[src/rtl/core/tcba_pkg.sv]
// Shared types, codes and defaults for the three-class block allocator.
package tcba_pkg;

    // Default block counts per class
    localparam int SMALL_BLOCKS_DEF = 256;
    localparam int MID_BLOCKS_DEF   = 128;
    localparam int LARGE_BLOCKS_DEF = 64;

    // Field widths
    localparam int SIZE_W    = 20;
    localparam int ADDR_W    = 32;
    localparam int STATUS_W  = 3;
    localparam int CFG_IDX_W = 3;
    localparam int CFG_DATA_W = 32;
    // Wide enough for a fresh-block count of up to 65536
    localparam int USED_W    = 17;

    // Request modes
    localparam logic MODE_ALLOC = 1'b0;
    localparam logic MODE_FREE  = 1'b1;

    // Result status codes
    localparam logic [STATUS_W-1:0] STAT_OK            = 3'd0;
    localparam logic [STATUS_W-1:0] STAT_TOO_LARGE     = 3'd1;
    localparam logic [STATUS_W-1:0] STAT_EXHAUSTED     = 3'd2;
    localparam logic [STATUS_W-1:0] STAT_FREE_OVERSIZE = 3'd3;
    localparam logic [STATUS_W-1:0] STAT_OVERFLOW      = 3'd4;

    // Configuration register indexes
    localparam logic [CFG_IDX_W-1:0] CFG_SMALL_SIZE = 3'd0;
    localparam logic [CFG_IDX_W-1:0] CFG_MID_SIZE   = 3'd1;
    localparam logic [CFG_IDX_W-1:0] CFG_LARGE_SIZE = 3'd2;
    localparam logic [CFG_IDX_W-1:0] CFG_SMALL_BASE = 3'd3;
    localparam logic [CFG_IDX_W-1:0] CFG_MID_BASE   = 3'd4;
    localparam logic [CFG_IDX_W-1:0] CFG_LARGE_BASE = 3'd5;
    localparam logic [CFG_IDX_W-1:0] CFG_MEM_BASE   = 3'd6;

    // Configuration reset values
    localparam logic [SIZE_W-1:0] RST_SMALL_SIZE = 20'd64;
    localparam logic [SIZE_W-1:0] RST_MID_SIZE   = 20'd512;
    localparam logic [SIZE_W-1:0] RST_LARGE_SIZE = 20'd4096;
    localparam logic [ADDR_W-1:0] RST_SMALL_BASE = 32'd0;
    localparam logic [ADDR_W-1:0] RST_MID_BASE   = 32'd16384;
    localparam logic [ADDR_W-1:0] RST_LARGE_BASE = 32'd81920;
    localparam logic [ADDR_W-1:0] RST_MEM_BASE   = 32'd65536;

    // Request and result payloads
    typedef struct packed {
        logic              mode;
        logic [SIZE_W-1:0] request_size;
        logic [ADDR_W-1:0] free_address;
    } req_t;

    typedef struct packed {
        logic [ADDR_W-1:0]   block_address;
        logic [STATUS_W-1:0] status;
    } rsp_t;

    // Size class, one-hot
    typedef enum logic [2:0] {
        CLS_SMALL = 3'b001,
        CLS_MID   = 3'b010,
        CLS_LARGE = 3'b100
    } cls_t;

    // Controller to datapath commands
    typedef struct packed {
        logic capture;
        logic commit;
    } dp_cmd_t;

    // Datapath to one class stack
    typedef struct packed {
        logic rd_en;
        logic pop;
        logic push;
        logic fresh;
    } stk_cmd_t;

    // Class stack status
    typedef struct packed {
        logic              empty;
        logic              full;
        logic              used_full;
        logic [USED_W-1:0] used;
    } stk_stat_t;

endpackage

[src/rtl/core/tcba_ctrl.sv]
// Controller: request sequencing and result-valid handshake.
module tcba_ctrl (
    input  logic              clk,
    input  logic              rstn,
    input  logic              s_valid,
    output logic              s_ready,
    output logic              m_valid,
    input  logic              m_ready,
    output tcba_pkg::dp_cmd_t cmd
);

    typedef enum logic [1:0] {
        ST_IDLE = 2'b01,
        ST_EXEC = 2'b10
    } state_t;

    state_t state_reg, state_next;
    logic   m_valid_reg, m_valid_next;

    assign s_ready     = (state_reg == ST_IDLE);
    assign cmd.capture = s_valid && s_ready;
    assign cmd.commit  = (state_reg == ST_EXEC) && (!m_valid_reg || m_ready);

    // Advance the state machine
    always_comb begin
        state_next = state_reg;
        unique case (state_reg)
            ST_IDLE: begin
                if (cmd.capture) begin
                    state_next = ST_EXEC;
                end
            end
            ST_EXEC: begin
                if (cmd.commit) begin
                    state_next = ST_IDLE;
                end
            end
            default: state_next = ST_IDLE;
        endcase
    end

    // Hold the result valid until taken
    always_comb begin
        if (cmd.commit) begin
            m_valid_next = 1'b1;
        end else if (m_ready) begin
            m_valid_next = 1'b0;
        end else begin
            m_valid_next = m_valid_reg;
        end
    end

    always_ff @(posedge clk) begin
        if (!rstn) begin
            state_reg   <= ST_IDLE;
            m_valid_reg <= 1'b0;
        end else begin
            state_reg   <= state_next;
            m_valid_reg <= m_valid_next;
        end
    end

    assign m_valid = m_valid_reg;

endmodule

[config.mk]
export PLATFORM = sky130hd
export DESIGN_NAME = tcba_ctrl
export DESIGN_NICKNAME = d
export VERILOG_FILES = /design/src/rtl/core/tcba_pkg.sv /design/src/rtl/core/tcba_ctrl.sv
export SDC_FILE = /design/constraint.sdc
export NUM_CORES = 1
export LEC_CHECK = 0
export ABC_CLOCK_PERIOD_IN_PS = 900
export BUFFER_PORTS_ARGS = -buffer_cell sky130_fd_sc_hd__buf_4
export CAP_MARGIN = 20
export CORE_AREA = 4 4 41 43
export CTS_CLUSTER_SIZE = 12
export DETAILED_ROUTE_END_ITERATION = 6
export DIE_AREA = 0 0 45 47
export GPL_ROUTABILITY_DRIVEN = 1
export SLEW_MARGIN = 10
export SYNTH_ARGS = -nofsm -noshare
export SYNTH_HDL_FRONTEND = slang
export SYNTH_SLANG_ARGS = --single-unit
export TNS_END_PERCENT = 5
[constraint.sdc]
create_clock -name clk -period 0.9 [get_ports clk]
set_input_delay 0.045 -clock clk [delete_from_list [all_inputs] [get_ports clk]]
set_output_delay 0.045 -clock clk [all_outputs]
set_load 0.005 [all_outputs]
Yosys cells after proc, flatten, opt, wreduce, memory -nomap -nowiden
Cells that the tools add are included.
Operators by class
  add/subtract/negate cells: 0
  multiply operators: 0
  divide/modulo/power cells: 0
  magnitude comparators: 0
  equal/unequal tests: 4
  shift operators: 0
  multiplexer cells: 5
  bitwise operators: 0
  reductions and logical operators: 6
Operator list (number)
  2-to-1 mux 2 bit: 2
  one-hot mux 2 bit (2 select lines): 1
  == test 2 x 1 -> 1 bit, second input constant: 1
  == test 2 bit, second input constant: 1
  logical AND 1 bit: 2
  2-to-1 mux 1 bit: 2
  != test 2 x 1 -> 1 bit, second input constant: 1
  != test 2 bit, second input constant: 1
  AND reduction 2 bit: 1
  nonzero test 2 bit: 1
  zero test 1 bit: 1
  logical OR 1 bit: 1
Storage, ports and cells
  register bits after elaboration: 3
  bits in latches: 0
  memory bits (writable): 0
  ROM bits: 0
  output and inout port bits: 4
  word-level logic and storage cells: 17
  memories: 0

Longest topological paths before layout
  depth after elaboration: 5
  gate-level depth with buffers: 3

Worst setup path before layout
OpenSTA, ideal clock, no wires.
  path kind: flip-flop to flip-flop
  start: reg state_reg[1]
  end: reg state_reg[1]
  library setup time: 0.115 ns
  arrival: 0.692 ns
  required time: 0.785 ns
  path slack: 0.093 ns
  stages on the path, launching flop included: 3
  buffers on the path: 0
  period minus slack after synthesis: 0.807 ns
  cell sequence: dfxtp_1 -> and3b_1 -> o21a_1
RTL lines
  from (decl): RTL line tcba_ctrl.sv:17  | state_t state_reg, state_next;
  from (signal assigned): RTL line tcba_ctrl.sv:58  | state_reg <= state_next;

Worst setup path after layout
  start: reg state_reg[1]
  end: reg state_reg[1]
On the way
  cells in the longest elaborated chain, start to end: 4
Ends and longest elaborated chain (RTL line)
  == test 2 bit / == test 2 x 1 -> 1 bit (equally long branches): tcba_ctrl.sv:22, tcba_ctrl.sv:27, tcba_ctrl.sv:20
  logical AND 1 bit (on tied branches): tcba_ctrl.sv:22, tcba_ctrl.sv:21
  != test 2 bit (no line) / != test 2 x 1 -> 1 bit (equally long branches)
  AND reduction 2 bit (no line)
Several ways; a longest one is shown, not always the timed one.
A chain may end at the register's enable or synchronous reset.

==> impl_metrics.tcl <==
set metrics [dict create \
    final_hold_viol_count 1 \
    synthesis.nets 17 \
    holdPathEnd "state_reg[0]" \
    slowest_delay_ns 0.35 \
    synth_area_leader_cell "dfxtp_1" \
    ys_types 9 \
    clock_sinks 3 \
    die_h_um 47 \
    cp_cell_sequence "and3b_2 -> buf_4 -> o21a_1" \
    synth.top_cell.area_share_pct 44.86 \
    route.met2.wl_um 175 \
    drt.antenna.violating_nets 0 \
    layout_setup_ws_ns -0.06825 \
    n_antenna_cell 0 \
    yosysSeqAreaShare_pct 44.86 \
    die_w_um 45 \
    worstSetupEndpointType "flip-flop" \
    syn_to_final_growth_pct 86.92 \
    rr_endpoint "state_reg[1]" \
    drt_pass1_iterations 1 \
    grt_pass1_wl_um 510 \
    r2r-start "state_reg[1]" \
    critPathMaxFanout 4 \
    dr.max_layer_used "met3" \
    h-tree-depth 1 \
    io-pin-count 8 \
    layout_commonest_cell "buf_4" \
    synthTopCellsByArea "dfxtp_1, and4bb_1, nand2b_1" \
    grt_setup_unrepaired "yes" \
    cts_buffers 3 \
    powerDensity_mw_per_mm2 1725 \
    maxCapViolations 0 \
    p_leak_nw 0.1144 \
    grt_usage_pct 4.186 \
    setup-violations-final 3 \
    vias 126 \
    hold_depth 2 \
    grt_overflow 0 \
    path_class "reg -> reg" \
    min_path_type "in -> reg" \
    crit_required_ns 1.02 \
    min_from "rstn" \
    layout_min_cycle_time_ns 0.9682 \
    grt_pass1_vias 134 \
    clockRootBuffer "clkbuf_4" \
    globalplace.congestion 0.6153 \
    whs_ns -0.00005895 \
    met3_length_um 47 \
    drt_iter0_markers 0 \
    vias_per_cell 3.231 \
    fin_skew_ns 0.0002864 \
    avgRoutedWirePerCell_um 8.179 \
    mostFrequentLayoutCells "buf_4, clkbuf_4, nor2b_1, dfxtp_2" \
    coreArea_mm2 0.001301 \
    r2r_cells 3 \
    antenna_found_initial 0 \
    cts_buffer_depth 2 \
    synth_cells 13 \
    io_buffers 7 \
    insertion_delay_ns 0.23 \
    syn-cell-area_um2 133.9 \
    cp_slowest_cell "dfxtp_4" \
    fin_crit_sh_pct 107.6 \
    tightest_slew_ns 0.1068 \
    slew-limit-headroom_pct 92.86 \
    wl_met1_um 96 \
    tritoncts "built" \
    fmax_mhz 1033 \
    rows 13 \
    initial_utilization_pct 10.29 \
    synth-seq-cells 3 \
    yosys_warnings 0 \
    worstPathArrival_ns 1.09 \
    outcome "finished, violations left" \
    drive_above_1_share_pct 66.67 \
    cp-start-kind "flip-flop" \
    clkTransAtPathRegs_ns 0.03 \
    power.total_mw 0.4318 \
    drc 0 \
    fin_nets 29 \
    drv_slew 0 \
    nFillCells 159 \
    syn_area_per_cell_um2 10.30 \
    largest_register_ffs 2 \
    max-vdd-ir-drop_mv 0.2305 \
    die_area_mm2 0.002115 \
    wirelength_um 319 \
    reg2reg_slack_ns -0.07 \
    violations "hold timing, setup timing" \
    grt_start_max_net_pins 5 \
]
-- how the worst max path moves through the flow --
stage                      start      endpoint  slack, ns  cells past startpoint
finish              state_reg[1]  state_reg[1]      -0.07                      3
CTS                 state_reg[1]  state_reg[1]      -0.08                      3
floorplan           state_reg[1]  state_reg[1]       0.09                      2
global placement    state_reg[1]  state_reg[1]       0.08                      2
global route        state_reg[1]  state_reg[1]      -0.10                      3
detailed placement  state_reg[1]  state_reg[1]       0.06                      2
-- worst max-delay path: cells and delay by family (launching register included) --
family	cells	cell delay, ns
AND/OR/NAND/NOR	1	0.22
AO/OA/AOI/OAI	1	0.15
flip-flops	1	0.35
buffers and inverters	1	0.14
-- final cells by class --
type | instances | area (µm²) | area share [%]
Sequential cell | 3 | 66.31 | 26.50
Tap cell | 15 | 18.77 | 7.500
Clock buffer | 4 | 26.28 | 10.50
Multi-Input combinational cell | 9 | 75.07 | 30.00
Timing Repair Buffer | 8 | 63.81 | 25.50
-- cells by family after synthesis --
family,after synthesis,synth area share (%)
buffers and inverters,1,5.610
and+or+nand+nor,6,34.58
AOI/OAI and AO/OA,3,14.95
DFF,3,44.86
-- cell usage after synthesis, drive strengths merged --
library cell  n
dfxtp         3
nand2b        2
nor2b         2
a21boi        1
and3b         1
and4bb        1
buf           1
o21a          1
o21ai         1
-- timing repair --
action | in CTS | in global routing
cloned | 0 | 0
hold buffers | 0 | 0
endpoints found under the hold margin | 0 | 0
setup endpoints to repair | 2 | 5
resized for setup | 4 | 3
buffers inserted | 1 | 0
pin swaps | 0 | 0
-- layer usage --
metal | vias to the layer above | global-route usage (%)
li1 | 65 | -
met3 | 0 | 3.831
met5 | - | 0
met1 | 56 | 2.955
met2 | 5 | 5.932
met4 | 0 | 5.263
-- report_power, final --
group,internal [mW],total [mW],switching (mW)
clock network,0.166,0.230,0.0638
logic,0.0399,0.0555,0.0157
registers,0.140,0.147,0.00642
total,0.346,0.432,0.0859
-- stage by stage --
step                      setup WS, ns  instances  instance area [µm²]  util [%]  TNS (ns)
after global placement         0.08411         34                197.7     15.19         0
final                         -0.06825         39                250.2     19.23   -0.1640
after CTS                     -0.07863         39                245.2     18.85   -0.2069
after detailed placement       0.06388         34                197.7     15.19         0
after floorplan                0.09300         13                133.9         -         0
after global routing           -0.1002         39                250.2     19.23   -0.3092
No activity file was read; power rests on OpenSTA's default activity.
